<file path="config.mk">
export PLATFORM = sky130hd
export DESIGN_NAME = lsb_stego_stream_decoder_top_flat
export DESIGN_NICKNAME = d
export VERILOG_FILES = /design/src/sv/lsd_pkg.sv /design/src/sv/lsd_pix_if.sv /design/src/sv/lsd_res_if.sv /design/src/sv/lsd_cfg_if.sv /design/src/sv/lsb_stego_stream_decoder_top.sv /design/src/sv/lsd_core.sv /design/src/flat_wrapper.sv
export SDC_FILE = /design/constraint.sdc
export NUM_CORES = 1
export LEC_CHECK = 0
export ABC_AREA = 1
export BUFFER_PORTS_ARGS = -buffer_cell sky130_fd_sc_hd__buf_2
export CORE_ASPECT_RATIO = 1.4
export CORE_MARGIN = 2
export CORE_UTILIZATION = 45
export DETAILED_ROUTE_END_ITERATION = 6
export PLACE_DENSITY = 0.65
export SLEW_MARGIN = 10
export SYNTH_ARGS = -nofsm -noshare
export SYNTH_HDL_FRONTEND = slang
export SYNTH_SLANG_ARGS = --single-unit
</file>
<file path="constraint.sdc">
create_clock -name clk -period 4.15 [get_ports clk]
set_clock_uncertainty 0.15 [all_clocks]
set_input_delay 0.6225 -clock clk [delete_from_list [all_inputs] [get_ports clk]]
set_output_delay 0.6225 -clock clk [all_outputs]
set_load 0.03 [all_outputs]
</file>
<file path="src/sv/lsd_pkg.sv">
`default_nettype none
// ----------------------------------------------------------------------------
// LSB stego stream decoder package
// Shared widths, register indexes, result kinds and the result structs.
// ----------------------------------------------------------------------------
package lsd_pkg;

    // Largest signature length that the decoder compares.
    localparam int MAGIC_MAX_BYTES = 8;

    // Register index port width and register indexes.
    localparam int CFG_IDX_W = 2;
    localparam logic [CFG_IDX_W-1:0] CFG_HEADER_BYTES = 2'd0;
    localparam logic [CFG_IDX_W-1:0] CFG_MAGIC_LENGTH = 2'd1;
    localparam logic [CFG_IDX_W-1:0] CFG_MAGIC_VALUE  = 2'd2;

    // Register reset values: 54 header bytes, two signature characters "#*".
    localparam logic [7:0]  HEADER_BYTES_RST = 8'd54;
    localparam logic [3:0]  MAGIC_LENGTH_RST = 4'd2;
    localparam logic [63:0] MAGIC_VALUE_RST  = 64'h0000_0000_0000_2A23;

    // Kinds of result words.
    typedef enum logic [2:0] {
        KIND_EXT_LEN   = 3'd0,
        KIND_EXT_BYTE  = 3'd1,
        KIND_FILE_LEN  = 3'd2,
        KIND_DATA      = 3'd3,
        KIND_LEN_ERR   = 3'd4,
        KIND_MAGIC_ERR = 3'd5
    } kind_t;

    // Payload of one result word.
    typedef struct packed {
        kind_t       kind;
        logic [31:0] value;
        logic        last;
    } lsd_word_t;

    // Result word with its valid flag, from the decoder core to the top level.
    typedef struct packed {
        logic      valid;
        lsd_word_t word;
    } lsd_res_t;

endpackage : lsd_pkg
`default_nettype wire

</file>
<file path="src/sv/lsd_pix_if.sv">
`default_nettype none
// ----------------------------------------------------------------------------
// Image byte channel
// Valid/ready channel that carries one raw image byte per word.
// ----------------------------------------------------------------------------
interface lsd_pix_if;

    logic       valid;
    logic       ready;
    logic [7:0] pixel_byte;
    logic       start_of_image;

    modport source (output valid, output pixel_byte, output start_of_image, input ready);
    modport sink   (input valid, input pixel_byte, input start_of_image, output ready);

endinterface : lsd_pix_if
`default_nettype wire

</file>
<file path="src/sv/lsd_res_if.sv">
`default_nettype none
// ----------------------------------------------------------------------------
// Decoded result channel
// Valid/ready channel that carries one decoded length, byte or error per word.
// ----------------------------------------------------------------------------
interface lsd_res_if;

    logic        valid;
    logic        ready;
    logic [2:0]  kind;
    logic [31:0] value;
    logic        last;

    modport source (output valid, output kind, output value, output last, input ready);
    modport sink   (input valid, input kind, input value, input last, output ready);

endinterface : lsd_res_if
`default_nettype wire

</file>
<file path="src/sv/lsd_cfg_if.sv">
`default_nettype none
// ----------------------------------------------------------------------------
// Register write channel
// Valid/ready channel that carries a register index and its write data.
// ----------------------------------------------------------------------------
interface lsd_cfg_if import lsd_pkg::*; ();

    logic                 valid;
    logic                 ready;
    logic [CFG_IDX_W-1:0] index;
    logic [63:0]          data;

    modport source (output valid, output index, output data, input ready);
    modport sink   (input valid, input index, input data, output ready);

endinterface : lsd_cfg_if
`default_nettype wire

</file>
<file path="src/sv/lsb_stego_stream_decoder_top.sv">
`default_nettype none
// ----------------------------------------------------------------------------
// LSB stego stream decoder, top level
// Each result word is registered into the output register or the skid stage
// at the edge that accepts its image byte. Throughput: one image byte per
// cycle while the skid stage is free; the two-entry output register and
// skid stage keep input flowing while one result waits to be taken.
// Reset: parse state clears to header skip and the registers return to
// 54 header bytes and the two-character signature "#*"; no clearing pass.
// ----------------------------------------------------------------------------
module lsb_stego_stream_decoder_top
    import lsd_pkg::*;
(
    input  wire logic clk,
    input  wire logic rst_n,
    lsd_pix_if.sink   pix,
    lsd_res_if.source res,
    lsd_cfg_if.sink   cfg
);

    lsd_res_t  core_res;
    logic      in_accept;
    logic      out_take;

    logic      out_valid_reg, out_valid_next;
    logic      skid_valid_reg, skid_valid_next;
    lsd_word_t out_word_reg, out_word_next;
    lsd_word_t skid_word_reg, skid_word_next;

    // Input is taken whenever the skid stage is free.
    assign pix.ready = !skid_valid_reg;
    assign in_accept = pix.valid && pix.ready;
    assign out_take  = res.valid && res.ready;

    lsd_core u_core (
        .clk            (clk),
        .rst_n          (rst_n),
        .cfg            (cfg),
        .in_accept      (in_accept),
        .pixel_bit      (pix.pixel_byte[0]),
        .start_of_image (pix.start_of_image),
        .result         (core_res)
    );

    // Output register with a skid stage behind it.
    always_comb
    begin
        out_valid_next  = out_valid_reg;
        skid_valid_next = skid_valid_reg;
        out_word_next   = out_word_reg;
        skid_word_next  = skid_word_reg;

        if (out_take)
        begin
            if (skid_valid_reg)
            begin
                out_word_next   = skid_word_reg;
                skid_valid_next = 1'b0;
            end
            else
            begin
                out_valid_next = 1'b0;
            end
        end

        if (core_res.valid)
        begin
            if (!out_valid_next)
            begin
                out_word_next  = core_res.word;
                out_valid_next = 1'b1;
            end
            else
            begin
                skid_word_next  = core_res.word;
                skid_valid_next = 1'b1;
            end
        end
    end

    // Valid flags.
    always_ff @(posedge clk or negedge rst_n)
    begin
        if (!rst_n)
        begin
            out_valid_reg  <= 1'b0;
            skid_valid_reg <= 1'b0;
        end
        else
        begin
            out_valid_reg  <= out_valid_next;
            skid_valid_reg <= skid_valid_next;
        end
    end

    // Result payloads.
    always_ff @(posedge clk)
    begin
        out_word_reg  <= out_word_next;
        skid_word_reg <= skid_word_next;
    end

    assign res.valid = out_valid_reg;
    assign res.kind  = out_word_reg.kind;
    assign res.value = out_word_reg.value;
    assign res.last  = out_word_reg.last;

`ifndef ASSERT_OFF
    // The skid stage only holds a word behind a full output register.
    a_skid_behind_out: assert property (@(posedge clk) disable iff (!rst_n)
        skid_valid_reg |-> out_valid_reg)
        else $error("skid word without output word");

    // A new result against a stalled output lands in the skid stage.
    a_skid_fill: assert property (@(posedge clk) disable iff (!rst_n)
        (core_res.valid && out_valid_reg && !res.ready) |=> skid_valid_reg)
        else $error("result lost against stalled output");

    // A waiting result word holds steady until it is taken.
    a_out_hold: assert property (@(posedge clk) disable iff (!rst_n)
        (res.valid && !res.ready) |=> (res.valid && $stable(out_word_reg)))
        else $error("result word changed while waiting");
`endif

endmodule : lsb_stego_stream_decoder_top
`default_nettype wire

</file>
<file path="src/sv/lsd_core.sv">
`default_nettype none
// ----------------------------------------------------------------------------
// LSB stego decoder core
// Holds the registers and the parse state, and turns each accepted image
// byte into at most one result word in the same cycle.
// ----------------------------------------------------------------------------
module lsd_core
    import lsd_pkg::*;
(
    input  wire logic  clk,
    input  wire logic  rst_n,
    lsd_cfg_if.sink    cfg,
    input  wire logic  in_accept,
    input  wire logic  pixel_bit,
    input  wire logic  start_of_image,
    output lsd_res_t   result
);

    typedef enum logic [2:0] {
        PH_SKIP   = 3'd0,
        PH_MLEN   = 3'd1,
        PH_MBYTES = 3'd2,
        PH_ELEN   = 3'd3,
        PH_EBYTES = 3'd4,
        PH_FLEN   = 3'd5,
        PH_DATA   = 3'd6,
        PH_DONE   = 3'd7
    } phase_t;

    logic [7:0]  header_bytes_reg;
    logic [3:0]  magic_length_reg;
    logic [63:0] magic_value_reg;

    phase_t      phase_reg, phase_next;
    logic [7:0]  skip_count_reg, skip_count_next;
    logic [4:0]  bit_count_reg, bit_count_next;
    logic [31:0] bit_shift_reg, bit_shift_next;
    logic [31:0] items_left_reg, items_left_next;
    logic [3:0]  magic_index_reg, magic_index_next;
    logic        magic_bad_reg, magic_bad_next;

    phase_t      phase_cur;
    phase_t      work_phase;
    logic [7:0]  skip_cur;
    logic [4:0]  bit_count_cur;
    logic [31:0] bit_shift_cur;
    logic [31:0] items_left_cur;
    logic [3:0]  magic_index_cur;
    logic        magic_bad_cur;
    logic [31:0] word;
    logic [31:0] items_dec;
    logic [7:0]  expect_byte;
    logic        need_wide;
    logic        word_full;
    logic        proceed;
    logic        bad_now;

    // The write channel never stalls.
    assign cfg.ready = 1'b1;

    // Register file.
    always_ff @(posedge clk or negedge rst_n)
    begin
        if (!rst_n)
        begin
            header_bytes_reg <= HEADER_BYTES_RST;
            magic_length_reg <= MAGIC_LENGTH_RST;
            magic_value_reg  <= MAGIC_VALUE_RST;
        end
        else if (cfg.valid)
        begin
            case (cfg.index)
                CFG_HEADER_BYTES: header_bytes_reg <= cfg.data[7:0];
                CFG_MAGIC_LENGTH: magic_length_reg <= cfg.data[3:0];
                CFG_MAGIC_VALUE:  magic_value_reg  <= cfg.data;
                default:          ;
            endcase
        end
    end

    // Start of image clears the parse state before this byte is used.
    always_comb
    begin
        if (start_of_image)
        begin
            phase_cur       = PH_SKIP;
            skip_cur        = '0;
            bit_count_cur   = '0;
            bit_shift_cur   = '0;
            items_left_cur  = '0;
            magic_index_cur = '0;
            magic_bad_cur   = 1'b0;
        end
        else
        begin
            phase_cur       = phase_reg;
            skip_cur        = skip_count_reg;
            bit_count_cur   = bit_count_reg;
            bit_shift_cur   = bit_shift_reg;
            items_left_cur  = items_left_reg;
            magic_index_cur = magic_index_reg;
            magic_bad_cur   = magic_bad_reg;
        end
    end

    // Bit gathering and field parsing for one accepted byte.
    always_comb
    begin
        phase_next       = phase_reg;
        skip_count_next  = skip_count_reg;
        bit_count_next   = bit_count_reg;
        bit_shift_next   = bit_shift_reg;
        items_left_next  = items_left_reg;
        magic_index_next = magic_index_reg;
        magic_bad_next   = magic_bad_reg;
        result           = '0;
        proceed          = 1'b0;

        // Leaving the header skip starts the signature length field.
        work_phase = (phase_cur == PH_SKIP) ? PH_MLEN : phase_cur;
        word       = {bit_shift_cur[30:0], pixel_bit};
        need_wide  = (work_phase == PH_MLEN) || (work_phase == PH_ELEN) ||
                     (work_phase == PH_FLEN);
        word_full  = need_wide ? (bit_count_cur == 5'd31) : (bit_count_cur == 5'd7);
        items_dec  = items_left_cur - 32'd1;
        expect_byte = magic_value_reg[{magic_index_cur[2:0], 3'b000} +: 8];
        bad_now    = magic_bad_cur || (expect_byte != word[7:0]);

        if (in_accept)
        begin
            phase_next       = phase_cur;
            skip_count_next  = skip_cur;
            bit_count_next   = bit_count_cur;
            bit_shift_next   = bit_shift_cur;
            items_left_next  = items_left_cur;
            magic_index_next = magic_index_cur;
            magic_bad_next   = magic_bad_cur;

            if (phase_cur == PH_SKIP)
            begin
                if (skip_cur < header_bytes_reg)
                begin
                    skip_count_next = skip_cur + 8'd1;
                end
                else
                begin
                    proceed = 1'b1;
                end
            end
            else if (phase_cur != PH_DONE)
            begin
                proceed = 1'b1;
            end

            if (proceed && !word_full)
            begin
                phase_next     = work_phase;
                bit_count_next = bit_count_cur + 5'd1;
                bit_shift_next = word;
            end
            else if (proceed)
            begin
                bit_count_next = '0;
                bit_shift_next = '0;
                case (work_phase)
                    PH_MLEN:
                    begin
                        if ((magic_length_reg > 4'(MAGIC_MAX_BYTES)) ||
                            (word != {28'd0, magic_length_reg}))
                        begin
                            phase_next        = PH_DONE;
                            result.valid      = 1'b1;
                            result.word.kind  = KIND_LEN_ERR;
                            result.word.last  = 1'b1;
                        end
                        else
                        begin
                            magic_index_next = '0;
                            magic_bad_next   = 1'b0;
                            items_left_next  = {28'd0, magic_length_reg};
                            phase_next = (magic_length_reg == 4'd0) ? PH_ELEN : PH_MBYTES;
                        end
                    end
                    PH_MBYTES:
                    begin
                        magic_bad_next   = bad_now;
                        magic_index_next = magic_index_cur + 4'd1;
                        items_left_next  = items_dec;
                        if (items_dec == 32'd0)
                        begin
                            if (bad_now)
                            begin
                                phase_next       = PH_DONE;
                                result.valid     = 1'b1;
                                result.word.kind = KIND_MAGIC_ERR;
                                result.word.last = 1'b1;
                            end
                            else
                            begin
                                phase_next = PH_ELEN;
                            end
                        end
                    end
                    PH_ELEN:
                    begin
                        items_left_next   = word;
                        phase_next        = (word != 32'd0) ? PH_EBYTES : PH_FLEN;
                        result.valid      = 1'b1;
                        result.word.kind  = KIND_EXT_LEN;
                        result.word.value = word;
                    end
                    PH_EBYTES:
                    begin
                        items_left_next = items_dec;
                        if (items_dec == 32'd0)
                        begin
                            phase_next = PH_FLEN;
                        end
                        result.valid      = 1'b1;
                        result.word.kind  = KIND_EXT_BYTE;
                        result.word.value = {24'd0, word[7:0]};
                    end
                    PH_FLEN:
                    begin
                        items_left_next   = word;
                        phase_next        = (word != 32'd0) ? PH_DATA : PH_DONE;
                        result.valid      = 1'b1;
                        result.word.kind  = KIND_FILE_LEN;
                        result.word.value = word;
                        result.word.last  = (word == 32'd0);
                    end
                    PH_DATA:
                    begin
                        items_left_next = items_dec;
                        if (items_dec == 32'd0)
                        begin
                            phase_next = PH_DONE;
                        end
                        result.valid      = 1'b1;
                        result.word.kind  = KIND_DATA;
                        result.word.value = {24'd0, word[7:0]};
                        result.word.last  = (items_dec == 32'd0);
                    end
                    default:
                    begin
                        phase_next = PH_DONE;
                    end
                endcase
            end
        end
    end

    // Parse state.
    always_ff @(posedge clk or negedge rst_n)
    begin
        if (!rst_n)
        begin
            phase_reg       <= PH_SKIP;
            skip_count_reg  <= '0;
            bit_count_reg   <= '0;
            bit_shift_reg   <= '0;
            items_left_reg  <= '0;
            magic_index_reg <= '0;
            magic_bad_reg   <= 1'b0;
        end
        else
        begin
            phase_reg       <= phase_next;
            skip_count_reg  <= skip_count_next;
            bit_count_reg   <= bit_count_next;
            bit_shift_reg   <= bit_shift_next;
            items_left_reg  <= items_left_next;
            magic_index_reg <= magic_index_next;
            magic_bad_reg   <= magic_bad_next;
        end
    end

`ifndef ASSERT_OFF
    // No hidden bits are gathered while the header is being skipped.
    a_skip_no_bits: assert property (@(posedge clk) disable iff (!rst_n)
        (phase_reg == PH_SKIP) |-> ((bit_count_reg == 5'd0) && (bit_shift_reg == 32'd0)))
        else $error("bits gathered during header skip");

    // The signature index never runs past the longest signature.
    a_magic_index: assert property (@(posedge clk) disable iff (!rst_n)
        magic_index_reg <= 4'(MAGIC_MAX_BYTES))
        else $error("signature index out of range");

    // A final result or an error leaves the parser idle.
    a_last_done: assert property (@(posedge clk) disable iff (!rst_n)
        (result.valid && result.word.last) |=> (phase_reg == PH_DONE))
        else $error("parser not idle after final result");
`endif

endmodule : lsd_core
`default_nettype wire
</file>
<file path="src/flat_wrapper.sv">
// flat-port wrapper written by rule: the top's interface ports become plain ports
module lsb_stego_stream_decoder_top_flat import lsd_pkg::*;
  (clk, rst_n, pix_valid, pix_pixel_byte, pix_start_of_image, pix_ready, res_valid, res_kind, res_value, res_last, res_ready, cfg_valid, cfg_index, cfg_data, cfg_ready);
  lsd_pix_if pix_i ();
  lsd_res_if res_i ();
  lsd_cfg_if cfg_i ();
  input  wire logic clk;
  input  wire logic rst_n;
  input wire logic [$bits(pix_i.valid)-1:0] pix_valid;
  input wire logic [$bits(pix_i.pixel_byte)-1:0] pix_pixel_byte;
  input wire logic [$bits(pix_i.start_of_image)-1:0] pix_start_of_image;
  output wire logic [$bits(pix_i.ready)-1:0] pix_ready;
  output wire logic [$bits(res_i.valid)-1:0] res_valid;
  output wire logic [$bits(res_i.kind)-1:0] res_kind;
  output wire logic [$bits(res_i.value)-1:0] res_value;
  output wire logic [$bits(res_i.last)-1:0] res_last;
  input wire logic [$bits(res_i.ready)-1:0] res_ready;
  input wire logic [$bits(cfg_i.valid)-1:0] cfg_valid;
  input wire logic [$bits(cfg_i.index)-1:0] cfg_index;
  input wire logic [$bits(cfg_i.data)-1:0] cfg_data;
  output wire logic [$bits(cfg_i.ready)-1:0] cfg_ready;
  assign pix_i.valid = pix_valid;
  assign pix_i.pixel_byte = pix_pixel_byte;
  assign pix_i.start_of_image = pix_start_of_image;
  assign pix_ready = pix_i.ready;
  assign res_valid = res_i.valid;
  assign res_kind = res_i.kind;
  assign res_value = res_i.value;
  assign res_last = res_i.last;
  assign res_i.ready = res_ready;
  assign cfg_i.valid = cfg_valid;
  assign cfg_i.index = cfg_index;
  assign cfg_i.data = cfg_data;
  assign cfg_ready = cfg_i.ready;
  lsb_stego_stream_decoder_top u_core (.clk(clk), .rst_n(rst_n), .pix(pix_i), .res(res_i), .cfg(cfg_i));
endmodule
</file>
==> metrics.csv <==
stage,metric,value,unit
grt,grtUsageMet1,30.7,%
die,row_count,74,
setup_path,cp_common_cell,nand2_1,
yosys,synth_nets,1903,
setup_path,crit_slowest_cell,nand3_4,
finish,area_growth,13.5,%
yosys,synth_area_per_cell,7.42,sq um
cts,cts_root_buf,clkbuf_16,
die,ios,119,
place,placed_area,14400,sq um
setup_path,startpoint_type,input pin,
finish,seqCellArea,5840,sq um
cts,cts_setup_buffers,0,
grt,gr-usage-met2,44.3,%
outcome,status,finished clean,
place,hpwl,27.5,mm
setup_path,required,4.49,ns
setup_path,crit_arrival,3.82,ns
place,gp_congestion,0.926,
cts,htreeDepth,1,
setup_path,crit_family,simple AND/OR/NAND/NOR gates,
grt,grt_start_max_net_pins,99,
finish,n_antenna_cell,0,
die,die_w,150,um
grt,top_usage_layer,met2,
finish,fin_area,15300,sq um
die,initial_core_util,45.9,%
grt,grt.total_usage,24.9,%
power_and_ir_drop,p_total,6.06,mW
power_and_ir_drop,p_sw_share,30.2,%
cts,hold_buffers,0,
setup_path,worstRegToRegCells,19,
detailed_routing,wl_per_cell,16.9,um
power_and_ir_drop,p_leak,7.31,nW
cts,post_cts_resize_count,0,
yosys,yosys_warnings,0,
yosys,synth_area_leaders,"dfrtp_1 (28%), nand2_1 (13%), edfxtp_1 (8.0%)",
yosys,yosysUniqueCellTypes,47,
finish,multi_input_area,6410,sq um
run,drv_cap,0,
sta,setup_violations,0,
detailed_routing,vias,12240,
power_and_ir_drop,p_int,4.23,mW
grt,grt_pass1_vias,11940,
sta,finalHoldViolCount,0,
finish,fillCellCount,2902,
detailed_routing,remaining_drc_errors,0,
sta,timing.fmax,287,MHz
power_and_ir_drop,ir_worst_vdd,342,uV
cts,cts_max_path_buffers,3,
sta,totalNegativeSetupSlack,0,ns
setup_path,cpPeakStageDelay,0.39,ns
place,portBuffers,110,
setup_path,path_class,input pin to register,
sta,fin_crit_sh,84.0,%
cts,path_clk_slew,0.06,ns
grt,antenna_found_initial,0,
power_and_ir_drop,p_comb_share,18.4,%
power_and_ir_drop,p_switching,1.83,mW
detailed_routing,initialDrtViolationCount,763,
sta,tightest_slew,1.02,ns
yosys,ys_ff_latch,233,
setup_path,reg2reg_from,u_core.u_core.items_left_reg[0],
detailed_routing,dr.pass1.iters,5,
setup_path,crit_chain,buf_2 -> inv_2 -> buf_12 -> buf_4 -> nand2_1 -> nor2_2 -> inv_1 -> nand2_1 -> inv_1 -> nand2_1 -> nand2_2 -> nor2_2 -> buf_4 -> nand2_1 -> nand2_2 -> inv_2 -> nand2_2 -> nor2_4 -> buf_4 -> nand3_4 -> nand2_1 -> nand2_1,
detailed_routing,antenna_left,0,
die,die_h,208,um
grt,grtUsageMet3,2.48,%
die,dieArea,31300,sq um
setup_path,crit_buf_inv,9,
cts,clkSinkCount,233,
power_and_ir_drop,pwr-share-clk,38.1,%
yosys,netlist_area,13400,sq um
power_and_ir_drop,power_density,397,nW/um^2
yosys,synth_enable_flop_cells,36,
yosys,yosys-top-cells-count,"nand2_1 (460), nor2_1 (255), inv_1 (208), dfrtp_1 (150), o21ai_0 (108)",
sta,grt_setup_unrepaired,no,
finish,nNetsFinal,1989,
detailed_routing,drt-vias-per-instance,5.33,
yosys,synthFlopType,dfrtp_1,
cts,cts_tree,yes,
setup_path,critPathMaxFanout,49,
yosys,yosysTopAreaCellShare,27.9,%
yosys,synth_top_area_cell,dfrtp_1,
yosys,netlist_instances,1811,
setup_path,r2r_slack,0.67,ns
sta,slew_viol_final,0,
power_and_ir_drop,seq_power_share,43.5,%
cts,clk_latency,0.55,ns
cts,cts_buffers,25,
finish,largest_register_ffs,64,
die,core-area,29300,sq um
yosys,seq_area_frac_synth,43.5,%
sta,max_slew_margin,32.1,%
grt,grt_pass1_wl,62.3,mm
setup_path,r2r_end,u_core.skid_word_reg[19],
setup_path,endpoint_kind,register,
finish,drive_gt1_share,16.1,%
detailed_routing,drt_wl_total,38.8,mm
sta,period_minus_slack,3.49,ns
min_path,worstHoldPathType,input pin to asynchronous set/reset pin,
grt,grt-ovfl-total,0,
yosys,async_flop_share,69.1,%
yosys,yosysMostFrequentCell,nand2_1,
[logic make-up (layout without fill, tap and decap cells)]
kind of cell,after synthesis,in the layout,share of synthesized area [%]
multiplexers,75,75,6.28
buffers and inverters,303,408,9.05
XOR/XNOR,12,12,0.782
adder cells (fa/ha/maj),12,12,1.12
AND/OR/NAND/NOR,898,898,28.1
flip-flops,233,233,43.5
other,1,1,0.0279
AO/OA/AOI/OAI,277,277,11.2
[power by group through the flow]
stage,sequential [mW],clock (mW),combinational [mW]
floorplan,2.63,0,0.794
global placement,2.67,0,1.09
detailed placement,2.67,0,1.11
CTS,2.63,2.35,1.12
global route,2.66,2.44,1.26
finish,2.63,2.31,1.12
[cell usage in the layout, fill, tap and decap left out, drive strengths merged, types with 2 or more instances in the layout]
cell / n
bufinv: 2
o22ai: 36
edfxtp: 36
o21bai: 2
or2: 3
o21ai: 127
nor4: 5
mux2: 75
o2111ai: 2
nand3b: 5
a21oi: 90
nor2: 268
ha: 12
o211ai: 8
a22oi: 7
clkinv: 7
nand4: 49
inv: 218
buf: 143
nand3: 90
dfrtp: 150
xor2: 5
clkbuf: 36
clkinvlp: 2
xnor2: 7
dfstp: 11
nor3: 5
dfxtp: 36
nand2: 470
[metrics by stage]
| stage | hold slack (ns) | util (%) | instances | setup WS (ns) |
|---|---|---|---|---|
| after floorplan | 0.177 | - | 1811 | 0.219 |
| after global placement | 0.310 | 49.3 | 2250 | 0.211 |
| after detailed placement | 0.318 | 49.3 | 2250 | 0.0994 |
| after CTS | 0.0792 | 52.1 | 2296 | 0.670 |
| after global routing | 0.118 | 52.1 | 2296 | 0.316 |
| final | 0.0289 | 52.1 | 2296 | 0.663 |
[worst reg2reg max path, cell delays in order, from the launching register on]
cell	delay, ns
dfrtp_1	0.38
nand2_1	0.14
ha_1	0.21
inv_1	0.06
a21oi_1	0.16
nand2_1	0.11
nor2_1	0.27
nand3_1	0.12
nand2_1	0.07
nand2_1	0.11
nor2_1	0.11
nand2_1	0.06
nor2_1	0.14
nand2_1	0.07
nor2_1	0.25
nand2_2	0.16
nand3_4	0.12
nand2_1	0.12
nor2_4	0.18
buf_12	0.19
[routing by layer]
layer / part of all wire, % / vias to the layer above
li1: - / 6060
met1: 40 / 5729
met2: 51 / 358
met4: 4.2 / 0
met5: 0 / -
met3: 4.9 / 93
[how the worst max path moves through the flow]
stage	startpoint	to	cells past startpoint
final	pix_start_of_image	u_core.res.value[23]	22
after global routing	pix_start_of_image	u_core.res.value[15]	22
after CTS	pix_start_of_image	u_core.res.value[18]	19
after detailed placement	pix_start_of_image	u_core.res.value[5]	19
after global placement	pix_start_of_image	u_core.res.value[18]	19
after floorplan	pix_start_of_image	u_core.skid_word_reg[0]	16
[area by class of cell]
cell class | count | share of cell area [%]
multi-input combinational | 1275 | 42.0
sequential | 233 | 38.3
timing repair buffer | 143 | 5.68
inverter | 219 | 5.39
clock buffer | 36 | 4.71
tap | 380 | 3.12
clock inverter | 10 | 0.804
No activity file was read; power rests on OpenSTA's default activity.
